File: config.mk
export PLATFORM = sky130hd
export DESIGN_NAME = multi_servo_linear_ramp
export DESIGN_NICKNAME = d
export VERILOG_FILES = /design/src/hw/rtl/msr_pkg.sv /design/src/hw/rtl/msr_div.sv /design/src/hw/rtl/msr_dp.sv /design/src/hw/rtl/msr_ctrl.sv /design/src/hw/rtl/multi_servo_linear_ramp.sv
export SDC_FILE = /design/constraint.sdc
export NUM_CORES = 2
export LEC_CHECK = 0
export BUFFER_PORTS_ARGS = -buffer_cell sky130_fd_sc_hd__buf_2
export CAP_MARGIN = 0
export CELL_PAD_IN_SITES_DETAIL_PLACEMENT = 2
export CELL_PAD_IN_SITES_GLOBAL_PLACEMENT = 2
export CORE_ASPECT_RATIO = 0.8
export CORE_MARGIN = 2
export CORE_UTILIZATION = 44
export DETAILED_ROUTE_END_ITERATION = 12
export PLACE_DENSITY = 0.88
export SLEW_MARGIN = 10
export SYNTH_ARGS = -nofsm -noshare
export SYNTH_HDL_FRONTEND = slang
export SYNTH_HIERARCHICAL = 1
export SYNTH_SLANG_ARGS = --single-unit
File: constraint.sdc
create_clock -name clk_i -period 7.8 [get_ports clk_i]
set_clock_uncertainty 0.1 [all_clocks]
set_input_delay 1.56 -clock clk_i [delete_from_list [all_inputs] [get_ports clk_i]]
set_output_delay 1.56 -clock clk_i [all_outputs]
set_load 0.005 [all_outputs]
File: src/hw/rtl/msr_pkg.sv
package msr_pkg;

  // Leg count and position format.
  localparam int LEGS      = 6;
  localparam int FRAC_BITS = 16;
  localparam int DIRS      = 4;

  // Field widths set by the interface.
  localparam int CMD_W   = 2;
  localparam int LEG_W   = 3;
  localparam int DIR_W   = 2;
  localparam int DEG_W   = 8;
  localparam int STEPS_W = 10;

  // Derived widths.
  localparam int POS_W      = DEG_W + FRAC_BITS;
  localparam int STEP_W     = POS_W + 1;
  localparam int LEG_IDX_W  = (LEGS > 1) ? $clog2(LEGS) : 1;
  localparam int TGT_IDX_W  = LEG_IDX_W + DIR_W;
  localparam int DIV_CNT_W  = $clog2(POS_W);

  localparam logic [POS_W-1:0] POS_MAX = {POS_W{1'b1}};

  typedef enum logic [CMD_W-1:0] {
    CMD_CALIB    = 2'd0,
    CMD_PLAN     = 2'd1,
    CMD_MOVE     = 2'd2,
    CMD_MOVE_ALL = 2'd3
  } cmd_e;

  // Commands from the controller to the datapath.
  typedef struct packed {
    logic cap;
    logic calib;
    logic plan_start;
    logic step_we;
    logic move;
    logic move_all;
  } ctrl_t;

  // Status from the datapath to the controller.
  typedef struct packed {
    logic div_done;
    logic all_last;
  } stat_t;

endpackage

File: src/hw/rtl/msr_div.sv
module msr_div (
  input  logic                          clk_i,
  input  logic                          rst_ni,
  input  logic                          start_i,
  input  logic [msr_pkg::POS_W-1:0]     dividend_i,
  input  logic [msr_pkg::STEPS_W-1:0]   divisor_i,
  input  logic                          neg_i,
  output logic                          done_o,
  output logic [msr_pkg::STEP_W-1:0]    quotient_o
);

  logic                            run_q, run_d;
  logic                            done_q, done_d;
  logic [msr_pkg::DIV_CNT_W-1:0]   cnt_q, cnt_d;
  logic [msr_pkg::POS_W-1:0]       quo_q, quo_d;
  logic [msr_pkg::STEPS_W-1:0]     rem_q, rem_d;
  logic [msr_pkg::STEPS_W-1:0]     dvs_q, dvs_d;
  logic                            neg_q, neg_d;
  logic [msr_pkg::STEPS_W:0]       rem_sh;
  logic [msr_pkg::STEPS_W:0]       rem_sub;
  logic [msr_pkg::STEP_W-1:0]      quo_ext;

  // One restoring step per cycle: shift in the next dividend bit and subtract.
  assign rem_sh  = {rem_q, quo_q[msr_pkg::POS_W-1]};
  assign rem_sub = rem_sh - {1'b0, dvs_q};

  always_comb begin
    run_d  = run_q;
    done_d = 1'b0;
    cnt_d  = cnt_q;
    quo_d  = quo_q;
    rem_d  = rem_q;
    dvs_d  = dvs_q;
    neg_d  = neg_q;
    if (start_i) begin
      run_d = 1'b1;
      cnt_d = '0;
      quo_d = dividend_i;
      rem_d = '0;
      dvs_d = divisor_i;
      neg_d = neg_i;
    end else if (run_q) begin
      if (rem_sub[msr_pkg::STEPS_W]) begin
        rem_d = rem_sh[msr_pkg::STEPS_W-1:0];
        quo_d = {quo_q[msr_pkg::POS_W-2:0], 1'b0};
      end else begin
        rem_d = rem_sub[msr_pkg::STEPS_W-1:0];
        quo_d = {quo_q[msr_pkg::POS_W-2:0], 1'b1};
      end
      cnt_d = cnt_q + 1'b1;
      if (cnt_q == msr_pkg::DIV_CNT_W'(msr_pkg::POS_W - 1)) begin
        run_d  = 1'b0;
        done_d = 1'b1;
      end
    end
  end

  always_ff @(posedge clk_i or negedge rst_ni) begin
    if (!rst_ni) begin
      run_q  <= 1'b0;
      done_q <= 1'b0;
      cnt_q  <= '0;
    end else begin
      run_q  <= run_d;
      done_q <= done_d;
      cnt_q  <= cnt_d;
    end
  end

  always_ff @(posedge clk_i) begin
    quo_q <= quo_d;
    rem_q <= rem_d;
    dvs_q <= dvs_d;
    neg_q <= neg_d;
  end

  // Quotient magnitude gets the sign back, truncated toward zero.
  assign quo_ext    = {1'b0, quo_q};
  assign quotient_o = neg_q ? (-quo_ext) : quo_ext;
  assign done_o     = done_q;

  // The done pulse lasts one cycle.
  a_done_pulse : assert property (@(posedge clk_i) disable iff (!rst_ni)
    done_q |=> !done_q) else $error("divider done held longer than one cycle");

  // Done follows only the final step of a running division.
  a_done_after_run : assert property (@(posedge clk_i) disable iff (!rst_ni)
    done_d |-> run_q) else $error("divider done without a running division");

  // A division is not restarted while one is under way.
  a_no_restart : assert property (@(posedge clk_i) disable iff (!rst_ni)
    run_q |-> !start_i) else $error("divider restarted while running");

endmodule

File: src/hw/rtl/msr_dp.sv
module msr_dp (
  input  logic                          clk_i,
  input  logic                          rst_ni,
  input  msr_pkg::ctrl_t                ctrl_i,
  output msr_pkg::stat_t                stat_o,
  input  logic [msr_pkg::LEG_W-1:0]     leg_i,
  input  logic [msr_pkg::DIR_W-1:0]     direction_i,
  input  logic [msr_pkg::DEG_W-1:0]     degree_i,
  input  logic [msr_pkg::STEPS_W-1:0]   steps_i,
  output logic                          result_valid_o,
  output logic [msr_pkg::LEG_W-1:0]     out_leg_o,
  output logic                          axis_o,
  output logic [msr_pkg::DEG_W-1:0]     angle_o,
  output logic                          last_o
);

  // Latched input word.
  logic [msr_pkg::LEG_W-1:0]       leg_q;
  logic [msr_pkg::DIR_W-1:0]       dir_q;
  logic [msr_pkg::DEG_W-1:0]       deg_q;
  logic [msr_pkg::STEPS_W-1:0]     steps_q;

  // Servo state.
  logic [msr_pkg::DEG_W-1:0]       tgt_q  [msr_pkg::LEGS*msr_pkg::DIRS];
  logic [msr_pkg::POS_W-1:0]       vpos_q [msr_pkg::LEGS];
  logic [msr_pkg::POS_W-1:0]       hpos_q [msr_pkg::LEGS];
  logic [msr_pkg::STEP_W-1:0]      step_q [msr_pkg::LEGS];
  logic [msr_pkg::LEGS-1:0]        axis_q;
  logic [msr_pkg::LEG_IDX_W-1:0]   cnt_q;

  // Result register.
  logic                            valid_q;
  logic [msr_pkg::LEG_W-1:0]       out_leg_q;
  logic                            out_axis_q;
  logic [msr_pkg::DEG_W-1:0]       angle_q;
  logic                            last_q;

  logic [msr_pkg::LEG_IDX_W-1:0]   leg_idx;
  logic [msr_pkg::TGT_IDX_W-1:0]   tgt_idx;
  logic [msr_pkg::LEG_IDX_W-1:0]   rd_idx;
  logic                            rd_axis;
  logic [msr_pkg::POS_W-1:0]       rd_pos;
  logic [msr_pkg::STEP_W-1:0]      rd_step;
  logic [msr_pkg::POS_W+1:0]       sum;
  logic [msr_pkg::POS_W-1:0]       new_pos;
  logic [msr_pkg::STEP_W-1:0]      diff;
  logic [msr_pkg::STEP_W-1:0]      diff_abs;
  logic [msr_pkg::STEPS_W-1:0]     divisor;
  logic                            div_done;
  logic [msr_pkg::STEP_W-1:0]      quotient;
  logic                            all_last;
  logic                            emit;

  // Addressing: one leg per cycle, either the latched leg or the sweep counter.
  assign leg_idx = msr_pkg::LEG_IDX_W'(leg_q);
  assign tgt_idx = {leg_idx, dir_q};
  assign rd_idx  = ctrl_i.move_all ? cnt_q : leg_idx;
  assign rd_axis = ctrl_i.plan_start ? dir_q[1] : axis_q[rd_idx];
  assign rd_pos  = rd_axis ? hpos_q[rd_idx] : vpos_q[rd_idx];
  assign rd_step = step_q[rd_idx];

  // Move: add the signed step and saturate to the position range.
  assign sum = {2'b00, rd_pos} + {rd_step[msr_pkg::STEP_W-1], rd_step};
  always_comb begin
    if (sum[msr_pkg::POS_W+1]) begin
      new_pos = '0;
    end else if (sum[msr_pkg::POS_W]) begin
      new_pos = msr_pkg::POS_MAX;
    end else begin
      new_pos = sum[msr_pkg::POS_W-1:0];
    end
  end

  // Plan: exact difference to the target, divided as sign and magnitude.
  assign diff     = {1'b0, tgt_q[tgt_idx], msr_pkg::FRAC_BITS'(0)} - {1'b0, rd_pos};
  assign diff_abs = diff[msr_pkg::STEP_W-1] ? (-diff) : diff;
  assign divisor  = (steps_q == '0) ? msr_pkg::STEPS_W'(1) : steps_q;

  msr_div u_div (
    .clk_i      (clk_i),
    .rst_ni     (rst_ni),
    .start_i    (ctrl_i.plan_start),
    .dividend_i (diff_abs[msr_pkg::POS_W-1:0]),
    .divisor_i  (divisor),
    .neg_i      (diff[msr_pkg::STEP_W-1]),
    .done_o     (div_done),
    .quotient_o (quotient)
  );

  assign all_last        = (cnt_q == msr_pkg::LEG_IDX_W'(msr_pkg::LEGS - 1));
  assign stat_o.div_done = div_done;
  assign stat_o.all_last = all_last;
  assign emit            = ctrl_i.calib | ctrl_i.move | ctrl_i.move_all;

  // Input word capture.
  always_ff @(posedge clk_i) begin
    if (ctrl_i.cap) begin
      leg_q   <= leg_i;
      dir_q   <= direction_i;
      deg_q   <= degree_i;
      steps_q <= steps_i;
    end
  end

  // Targets, positions, steps, chosen axis and the sweep counter.
  always_ff @(posedge clk_i or negedge rst_ni) begin
    if (!rst_ni) begin
      for (int i = 0; i < msr_pkg::LEGS * msr_pkg::DIRS; i++) begin
        tgt_q[i] <= '0;
      end
      for (int i = 0; i < msr_pkg::LEGS; i++) begin
        vpos_q[i] <= '0;
        hpos_q[i] <= '0;
        step_q[i] <= '0;
      end
      axis_q <= '0;
      cnt_q  <= '0;
    end else begin
      if (ctrl_i.calib) begin
        tgt_q[tgt_idx] <= deg_q;
        if (dir_q[1]) begin
          hpos_q[leg_idx] <= {deg_q, msr_pkg::FRAC_BITS'(0)};
        end else begin
          vpos_q[leg_idx] <= {deg_q, msr_pkg::FRAC_BITS'(0)};
        end
      end
      if (ctrl_i.plan_start) begin
        axis_q[leg_idx] <= dir_q[1];
      end
      if (ctrl_i.step_we) begin
        step_q[leg_idx] <= quotient;
      end
      if (ctrl_i.move || ctrl_i.move_all) begin
        if (rd_axis) begin
          hpos_q[rd_idx] <= new_pos;
        end else begin
          vpos_q[rd_idx] <= new_pos;
        end
      end
      if (ctrl_i.cap) begin
        cnt_q <= '0;
      end else if (ctrl_i.move_all) begin
        cnt_q <= cnt_q + 1'b1;
      end
    end
  end

  // Result strobe.
  always_ff @(posedge clk_i or negedge rst_ni) begin
    if (!rst_ni) begin
      valid_q <= 1'b0;
    end else begin
      valid_q <= emit;
    end
  end

  // Result payload.
  always_ff @(posedge clk_i) begin
    if (ctrl_i.calib) begin
      out_leg_q  <= leg_q;
      out_axis_q <= dir_q[1];
      angle_q    <= deg_q;
      last_q     <= 1'b1;
    end else if (ctrl_i.move || ctrl_i.move_all) begin
      out_leg_q  <= ctrl_i.move_all ? msr_pkg::LEG_W'(cnt_q) : leg_q;
      out_axis_q <= rd_axis;
      angle_q    <= new_pos[msr_pkg::POS_W-1:msr_pkg::FRAC_BITS];
      last_q     <= ctrl_i.move_all ? all_last : 1'b1;
    end
  end

  assign result_valid_o = valid_q;
  assign out_leg_o      = out_leg_q;
  assign axis_o         = out_axis_q;
  assign angle_o        = angle_q;
  assign last_o         = last_q;

  // A result word is only registered from a calibrate, move or move-all command.
  a_valid_source : assert property (@(posedge clk_i) disable iff (!rst_ni)
    valid_q |-> $past(emit)) else $error("result strobe without a source");

  // Within a sweep, only the final leg carries last.
  a_sweep_last : assert property (@(posedge clk_i) disable iff (!rst_ni)
    (ctrl_i.move_all && !all_last) |=> (valid_q && !last_q))
    else $error("last set before the final leg of a sweep");

  // The step write comes only with the divider's done pulse.
  a_step_we : assert property (@(posedge clk_i) disable iff (!rst_ni)
    ctrl_i.step_we |-> div_done) else $error("step written without a quotient");

endmodule

File: src/hw/rtl/msr_ctrl.sv
module msr_ctrl (
  input  logic                          clk_i,
  input  logic                          rst_ni,
  input  logic                          start_i,
  input  logic [msr_pkg::CMD_W-1:0]     command_i,
  input  logic [msr_pkg::LEG_W-1:0]     leg_i,
  input  msr_pkg::stat_t                stat_i,
  output msr_pkg::ctrl_t                ctrl_o,
  output logic                          busy_o
);

  typedef enum logic [5:0] {
    S_IDLE     = 6'b000001,
    S_CALIB    = 6'b000010,
    S_PLAN     = 6'b000100,
    S_DIV      = 6'b001000,
    S_MOVE     = 6'b010000,
    S_MOVE_ALL = 6'b100000
  } state_e;

  state_e state_q, state_d;
  logic   accept;
  logic   leg_ok;

  assign accept = start_i && (state_q == S_IDLE);
  assign leg_ok = (int'(leg_i) < msr_pkg::LEGS);

  // Next state.
  always_comb begin
    state_d = state_q;
    case (state_q)
      S_IDLE: begin
        if (start_i) begin
          case (msr_pkg::cmd_e'(command_i))
            msr_pkg::CMD_CALIB:    state_d = leg_ok ? S_CALIB : S_IDLE;
            msr_pkg::CMD_PLAN:     state_d = leg_ok ? S_PLAN : S_IDLE;
            msr_pkg::CMD_MOVE:     state_d = leg_ok ? S_MOVE : S_IDLE;
            msr_pkg::CMD_MOVE_ALL: state_d = S_MOVE_ALL;
            default:               state_d = S_IDLE;
          endcase
        end
      end
      S_CALIB:    state_d = S_IDLE;
      S_PLAN:     state_d = S_DIV;
      S_DIV: begin
        if (stat_i.div_done) begin
          state_d = S_IDLE;
        end
      end
      S_MOVE:     state_d = S_IDLE;
      S_MOVE_ALL: begin
        if (stat_i.all_last) begin
          state_d = S_IDLE;
        end
      end
      default:    state_d = S_IDLE;
    endcase
  end

  always_ff @(posedge clk_i or negedge rst_ni) begin
    if (!rst_ni) begin
      state_q <= S_IDLE;
    end else begin
      state_q <= state_d;
    end
  end

  // Datapath commands.
  assign ctrl_o.cap        = accept;
  assign ctrl_o.calib      = (state_q == S_CALIB);
  assign ctrl_o.plan_start = (state_q == S_PLAN);
  assign ctrl_o.step_we    = (state_q == S_DIV) && stat_i.div_done;
  assign ctrl_o.move       = (state_q == S_MOVE);
  assign ctrl_o.move_all   = (state_q == S_MOVE_ALL);
  assign busy_o            = (state_q != S_IDLE);

  // A plan waits for the divider.
  a_div_wait : assert property (@(posedge clk_i) disable iff (!rst_ni)
    (state_q == S_DIV && !stat_i.div_done) |=> (state_q == S_DIV))
    else $error("plan left before the quotient was ready");

  // A sweep covers every leg before going idle.
  a_sweep_hold : assert property (@(posedge clk_i) disable iff (!rst_ni)
    (state_q == S_MOVE_ALL && !stat_i.all_last) |=> (state_q == S_MOVE_ALL))
    else $error("sweep ended before the final leg");

  // Every plan start leads into the divider wait.
  a_plan_to_div : assert property (@(posedge clk_i) disable iff (!rst_ni)
    (state_q == S_PLAN) |=> (state_q == S_DIV))
    else $error("plan start not followed by divider wait");

endmodule

File: src/hw/rtl/multi_servo_linear_ramp.sv
// Channel   Direction  Ports                                             Handshake
// command   in         command_i leg_i direction_i degree_i steps_i      start_i & !busy_o
// result    out        out_leg_o axis_o angle_o last_o                   result_valid_o
//
// Calibrate and move-one act in the cycle after the accepted word; the result word
// then comes from the output register.
// Plan holds busy_o through a load step, 24 divider steps (one per position bit)
// and a write-back step; it returns no result. The receiver cannot stall.
// Move-all steps every leg in turn, one result word each, last on the final leg.
// Reset is asynchronous, active low, and clears control and servo state.
module multi_servo_linear_ramp (
  input  logic                          clk_i,
  input  logic                          rst_ni,
  input  logic                          start_i,
  output logic                          busy_o,
  input  logic [msr_pkg::CMD_W-1:0]     command_i,
  input  logic [msr_pkg::LEG_W-1:0]     leg_i,
  input  logic [msr_pkg::DIR_W-1:0]     direction_i,
  input  logic [msr_pkg::DEG_W-1:0]     degree_i,
  input  logic [msr_pkg::STEPS_W-1:0]   steps_i,
  output logic                          result_valid_o,
  output logic [msr_pkg::LEG_W-1:0]     out_leg_o,
  output logic                          axis_o,
  output logic [msr_pkg::DEG_W-1:0]     angle_o,
  output logic                          last_o
);

  msr_pkg::ctrl_t ctrl;
  msr_pkg::stat_t stat;

  // Sequencer.
  msr_ctrl u_ctrl (
    .clk_i     (clk_i),
    .rst_ni    (rst_ni),
    .start_i   (start_i),
    .command_i (command_i),
    .leg_i     (leg_i),
    .stat_i    (stat),
    .ctrl_o    (ctrl),
    .busy_o    (busy_o)
  );

  // Servo state, divider and result register.
  msr_dp u_dp (
    .clk_i          (clk_i),
    .rst_ni         (rst_ni),
    .ctrl_i         (ctrl),
    .stat_o         (stat),
    .leg_i          (leg_i),
    .direction_i    (direction_i),
    .degree_i       (degree_i),
    .steps_i        (steps_i),
    .result_valid_o (result_valid_o),
    .out_leg_o      (out_leg_o),
    .axis_o         (axis_o),
    .angle_o        (angle_o),
    .last_o         (last_o)
  );

endmodule

Word level (Yosys, flattened, before mapping)
Index checks and enable logic that the tools add are counted.
{"block": "op_classes", "reduce_logical": 13, "eq_ne": 15, "bitwise": 5, "muxes": 75, "n_addsub": 7, "order_cmp": 10}
{"operator": "$mux W144", "count": 8}
{"operator": "$bwmux W144", "count": 4}
{"operator": "$mux W24", "count": 12}
{"operator": "$bwmux W192", "count": 1}
{"operator": "$bwmux W150", "count": 1}
{"operator": "$bmux W24 S3", "count": 2}
{"operator": "$demux W24 S3", "count": 2}
{"operator": "$mux W25", "count": 4}
{"operator": "$bmux W25 S3", "count": 1}
{"operator": "$demux W25 S3", "count": 1}
{"operator": "$pmux W6 S4", "count": 2}
{"operator": "$bmux W8 S5", "count": 1}
{"operator": "$demux W8 S5", "count": 1}
{"operator": "$mux W8", "count": 5}
{"operator": "$add A25 B25 Y26", "count": 1}
{"operator": "$neg A24 Y25", "count": 1}
{"operator": "$sub A24 B24 Y25", "count": 1}
{"operator": "$neg A24 Y24", "count": 1}
{"operator": "$mux W3", "count": 6}
{"operator": "$mux W6", "count": 3}
{"operator": "$mux W5", "count": 3}
{"operator": "$mux W1", "count": 13}
{"operator": "$sub A11 B10 Y11", "count": 1}
{"operator": "$logic_not A10 Y1", "count": 1}
{"operator": "35 further kinds", "count": 49}
{"block": "totals", "inputBits": 28, "word_cells": 186, "out_inout_bits": 15, "reg_bits": 734}

Longest topological paths before layout
{"block": "logic_depth", "ltp_word": 13, "mapped_depth": 31, "mapped_depth_nobuf": 23}

Modules after synthesis
Netlist, hierarchy kept.
{"mod": "msr_dp", "seq_area_each_um2": 17086.4, "n_inst": 1, "area_each_um2": 33892.5, "cells_each": 3058}
{"mod": "msr_div", "seq_area_each_um2": 1426.4, "n_inst": 1, "area_each_um2": 3158.0, "cells_each": 302}
{"mod": "msr_ctrl", "seq_area_each_um2": 151.4, "n_inst": 1, "area_each_um2": 351.6, "cells_each": 34}

Worst setup path after synthesis
No wires, ideal clock.
{"block": "synth_timing", "path_type": "flip-flop to flip-flop", "startpoint": "register u_ctrl.state_q[1]", "endpoint": "register u_dp/hpos_q[122] (netlist name)", "arrival_time_ps": 6478, "stages_incl_launch_ff": 30, "path_slack_ps": 1101, "required_ps": 7579, "setup_ps": 121, "n_path_buf": 7, "period_less_slack_ps": 6699, "cell_sequence": "dfrtp_1 -> or4_2 -> nor2_1 -> buf_2 -> inv_1 -> nor2_1 -> a41oi_1 -> nand3_1 -> buf_2 -> buf_2 -> buf_2 -> mux2i_1 -> ha_1 -> inv_1 -> fa_1 -> nor2b_1 -> o21ai_0 -> nand2b_1 -> nand2b_1 -> a211oi_1 -> nor3_2 -> o21ai_2 -> a41oi_1 -> o21bai_1 -> nand2b_1 -> buf_4 -> buf_4 -> o21bai_4 -> buf_4 -> a22o_1"}
{"element": "from (decl)", "line_no": "msr_ctrl.sv:21", "rtl": "state_e state_q, state_d;"}
{"element": "from (signal assigned)", "line_no": "msr_ctrl.sv:64", "rtl": "state_q <= state_d;"}
{"element": "to (signal, indexed assignment)", "line_no": "msr_dp.sv:122", "rtl": "hpos_q[leg_idx] <= {deg_q, msr_pkg::FRAC_BITS'(0)};"}
{"element": "to (signal, indexed assignment)", "line_no": "msr_dp.sv:135", "rtl": "hpos_q[rd_idx] <= new_pos;"}
{"element": "to (decl)", "line_no": "msr_dp.sv:26", "rtl": "logic [msr_pkg::POS_W-1:0] hpos_q [msr_pkg::LEGS];"}

==> metrics list <==
- Of the total synthesized cell area, the portion taken by AND, OR, NAND and NOR gates is 0.105.
- The later pin in the worst-skew pair is clocked with a latency of 0.68 ns.
* Endpoint class of the critical path: flop
- Of the total synthesized cell area, the portion taken by XOR and XNOR cells is 0.0239.
- Fraction of registers with async set/reset: 0.890
- Floorplan Core Area: 84000 sq um
* Post-synthesis instance area: 37400 sq um
* Overall overflow remaining after global route: 0
- Post-synth EDFFs: 70
- CTS clock-pin slew for the worst setup and hold paths: 0.08 ns
- Measured against the total synthesized area, the mux share comes to 0.186.
- In the routed layout, each cell is associated on average with a via count of 6.80.
- Ratio of cells with drive above 1 in the final layout: 0.235
- Most instantiated flip-flop cell in the synthesis netlist: sky130_fd_sc_hd__dfrtp_1
- Warnings from Yosys: 6
- In this run the power density over the cells is 387 nW/um^2.
- Post-detailed-route wirelength per cell: 34.6 microns
- TritonCTS clock tree: yes
- In the synthesized netlist, the number of instances is 3394.
* Final design utilization: 0.497
- Area growth syn-to-layout: 11.7%
- Of the total synthesized cell area, the portion taken by full adders, half adders and majority gates is 0.0165.
* Detailed Route Iter0 Violations: 3479
- Max Cap Viol: 0
- Setup violations remaining at the end of the flow were counted as 0.
- The number of nets in the synthesized netlist is 3470.
- Nets@finish: 3466
- In this run, distinct cell masters in the synthesized netlist total 108.
- The analysis attributes to cell leakage a power of 18.6 nW.
- For the worst setup path, the data arrival time is 8.21 ns.
- Outcome: complete, no violations
- During placement, the flow inserted port buffers numbering 42.
- The synthesized-area fraction occupied by ao, oa, aoi and oai cells was 0.135.
- In the routed design, unresolved DRC markers number 0.
- The floorplan step set the die width to 330 microns.
- The initial antenna violation count was 4.
- Buffer cell driving the clock tree root: sky130_fd_sc_hd__clkbuf_16
- The routed design has 158000 microns of wire.
- Entering global routing, the biggest net connects 149 pins.
* CTS Hold Bufs: 0
- Data on the critical path is required at its endpoint by 8.24 ns.
* Total Die Area: 87400 sq um
- Measured along the y axis, the die boundary spans 265 microns.
* Top achievable clock speed: 129 MHz
- Post-synthesis sequential element count: 734
- After detailed placement, the total cell area comes to 39000 sq um.
- The first TritonRoute pass finished after 5 iterations.
* Worst IR Drop VDD: 0.302 mV
- Largest family of logic cells by synthesized area: multiplexers
* Post-layout instance area: 41800 sq um
- Of all nets on the critical path, the largest fanout is 25.
- The count of endpoints failing hold in the final timing report was 0.
- The via count of the first global-routing pass was 34400.
* Via count of the routed design: 31100
- Crit Path Category: reg2reg
- After synthesis, the mean cell area works out to 11.0 sq um.
- Final critical-path required period: 7.77 ns
- Crit share post-route: 0.996
* RD Place Congestion: 0.938
- The first global-routing pass estimated 235000 microns of wire.
- The share of the Yosys chip area taken by registers is 0.499.
- In the global route stage, overall resource usage came out at 0.360.
* Type of origin of the critical path: flop
- CTS Buf Count: 78
- Measured slew at the worst slew-check pin: 1.34 ns
* H-Tree Depth: 3
- Number of nets with antenna violations after detailed routing: 0
- Max-Slew Margin vs Limit: 0.100
- TNS Setup: 0 ns
- Number of pins with negative max-slew slack in the final report: 0
- The clock drives 734 sinks.
- The design draws 16.2 mW.
- For this configuration, the core starts out at a cell density of 0.445.
- Row generation in the floorplan step produced 95 rows.
- Detailed placement ended at an HPWL of 100000 microns.
* Setup slack at placement: 0.120 ns
* Post-layout worst setup margin: 0.0337 ns
- Worst-case clock buffer depth: 3
- Hold/Removal Path Class: reg2reg
- Number of top-level pins: 43
-- final timing paths --
| path | start | endpoint | slack (ns) | cells past startpoint |
|---|---|---|---|---|
| max | u_ctrl/state_q[1]$_DFFE_PN0P_ | u_dp/hpos_q[103]$_DFF_PN0_ | 0.03 | 22 |
| min | u_dp/steps_q[5]$_DFFE_PP_ | u_dp/u_div/dvs_q[5]$_DFFE_PP_ | 0.37 | 0 |
| max reg2reg | u_ctrl/state_q[1]$_DFFE_PN0P_ | u_dp/hpos_q[103]$_DFF_PN0_ | 0.03 | 22 |
| min reg2reg | u_dp/steps_q[5]$_DFFE_PP_ | u_dp/u_div/dvs_q[5]$_DFFE_PP_ | 0.37 | 0 |
| max in group asynchronous | rst_ni | u_dp/step_q[119]$_DFFE_PN0P_ | 5.17 | 2 |
| min in group asynchronous | rst_ni | u_dp/tgt_q[16]$_DFFE_PN0P_ | 0.93 | 1 |
-- timing repair --
action / 4_1_cts / 5_1_grt
gates resized for setup: 4 / 12
setup endpoints to repair: 78 / 263
buffers inserted: 1 / 1
-- area by class of cell --
class                      instances  area [sq um]
timing repair buffer             167          1260
sequential                       734         18700
fill                            8142         42300
clock inverter                    35           410
antenna                            3          7.51
tap                             1115          1400
clock buffer                     109          2220
multi-input combinational       2355         17600
inverter                          54           203
-- kinds of logic (layout without fill, tap and decap cells) --
logic type	after synthesis	in the layout
and+or+nand+nor	858	858
AOI/OAI and AO/OA	764	764
DFF	734	734
muxes	583	583
buffers and inverters	305	365
xor gates and xnor gates	102	102
adders and majority gates	48	48
other	0	3
-- critical path, stage by stage (launching register included) --
cell,delay [ns]
sky130_fd_sc_hd__dfrtp_1,0.43
sky130_fd_sc_hd__nor4_2,0.45
sky130_fd_sc_hd__and3_4,0.48
sky130_fd_sc_hd__buf_4,0.30
sky130_fd_sc_hd__mux2i_4,0.79
sky130_fd_sc_hd__a21oi_1,0.17
sky130_fd_sc_hd__buf_4,0.24
sky130_fd_sc_hd__a22oi_1,0.15
sky130_fd_sc_hd__o21a_1,0.46
sky130_fd_sc_hd__mux2i_1,0.23
sky130_fd_sc_hd__ha_1,0.33
sky130_fd_sc_hd__a21o_1,0.18
sky130_fd_sc_hd__a21o_1,0.20
sky130_fd_sc_hd__a21oi_1,0.28
sky130_fd_sc_hd__o31ai_1,0.13
sky130_fd_sc_hd__a211oi_2,0.42
sky130_fd_sc_hd__o211ai_1,0.20
sky130_fd_sc_hd__a41o_1,0.26
sky130_fd_sc_hd__a21o_1,0.23
sky130_fd_sc_hd__a211o_2,0.59
sky130_fd_sc_hd__nand2_1,0.43
sky130_fd_sc_hd__buf_4,0.33
sky130_fd_sc_hd__o21ai_0,0.16
-- stage by stage --
stage | instances | hold slack (ns)
floorplan | 3394 | 0.344
global placement | 4423 | 0.339
detailed placement | 4423 | 0.362
CTS | 4568 | 0.376
global route | 4569 | 0.387
finish | 4572 | 0.372
-- synth_stat cells, drive strengths merged (20+ instances only) --
cell type / instances / share of area
nand3: 45 / 0.0060
a22o: 52 / 0.012
inv: 54 / 0.0054
a211oi: 20 / 0.0044
xor2: 32 / 0.0075
buf: 97 / 0.013
ha: 46 / 0.015
mux2: 373 / 0.11
clkbuf: 154 / 0.015
nand2: 426 / 0.043
mux4: 52 / 0.031
a21o: 25 / 0.0050
mux2i: 158 / 0.042
a21oi: 99 / 0.013
a32oi: 20 / 0.0047
dfrtp: 652 / 0.44
nand2b: 24 / 0.0042
xnor2: 70 / 0.016
nor2: 165 / 0.017
o21ai: 240 / 0.032
edfxtp: 70 / 0.056
o22ai: 158 / 0.026
nor3: 68 / 0.0094
-- cell usage in the layout, fill, tap and decap left out, drive strengths merged, types with 70 or more instances in the layout --
cell,synthesis,layout
dfrtp,652,652
nand2,426,426
mux2,373,373
o21ai,240,240
buf,97,167
nor2,165,165
o22ai,158,158
mux2i,158,158
clkbuf,154,109
a21oi,99,99
xnor2,70,70
edfxtp,70,70
-- flip-flops by register name, indices dropped and copies added, names as in the netlist, 2 cells and up --
register	count
u_dp/tgt_q	192
u_dp/step_q	150
u_dp/hpos_q	144
u_dp/vpos_q	144
u_dp/u_div/quo_q	24
u_dp/steps_q	10
u_dp/u_div/dvs_q	10
u_dp/u_div/rem_q	10
u_dp/angle_o	8
u_dp/deg_q	8
u_ctrl/state_q	6
u_dp/axis_q	6
u_dp/u_div/cnt_q	5
u_dp/cnt_q	3
u_dp/leg_idx	3
u_dp/out_leg_o	3
u_dp/dir_q	2
-- where the power goes --
part	switching, mW	leakage (nW)	internal (mW)
combinational	4.91	7.52	2.10
sequential	0.655	9.79	4.61
clock	1.76	1.28	2.16
-- per-layer routing --
metal  track usage  vias to the layer above  part of all wire
li1              -                    12400                 -
met1         0.468                    16400              0.41
met4         0.152                        4             0.044
met5             0                        -           0.00017
met3        0.0854                      530             0.083
met2         0.578                     1726              0.47
(Power assumes the default switching activity.)
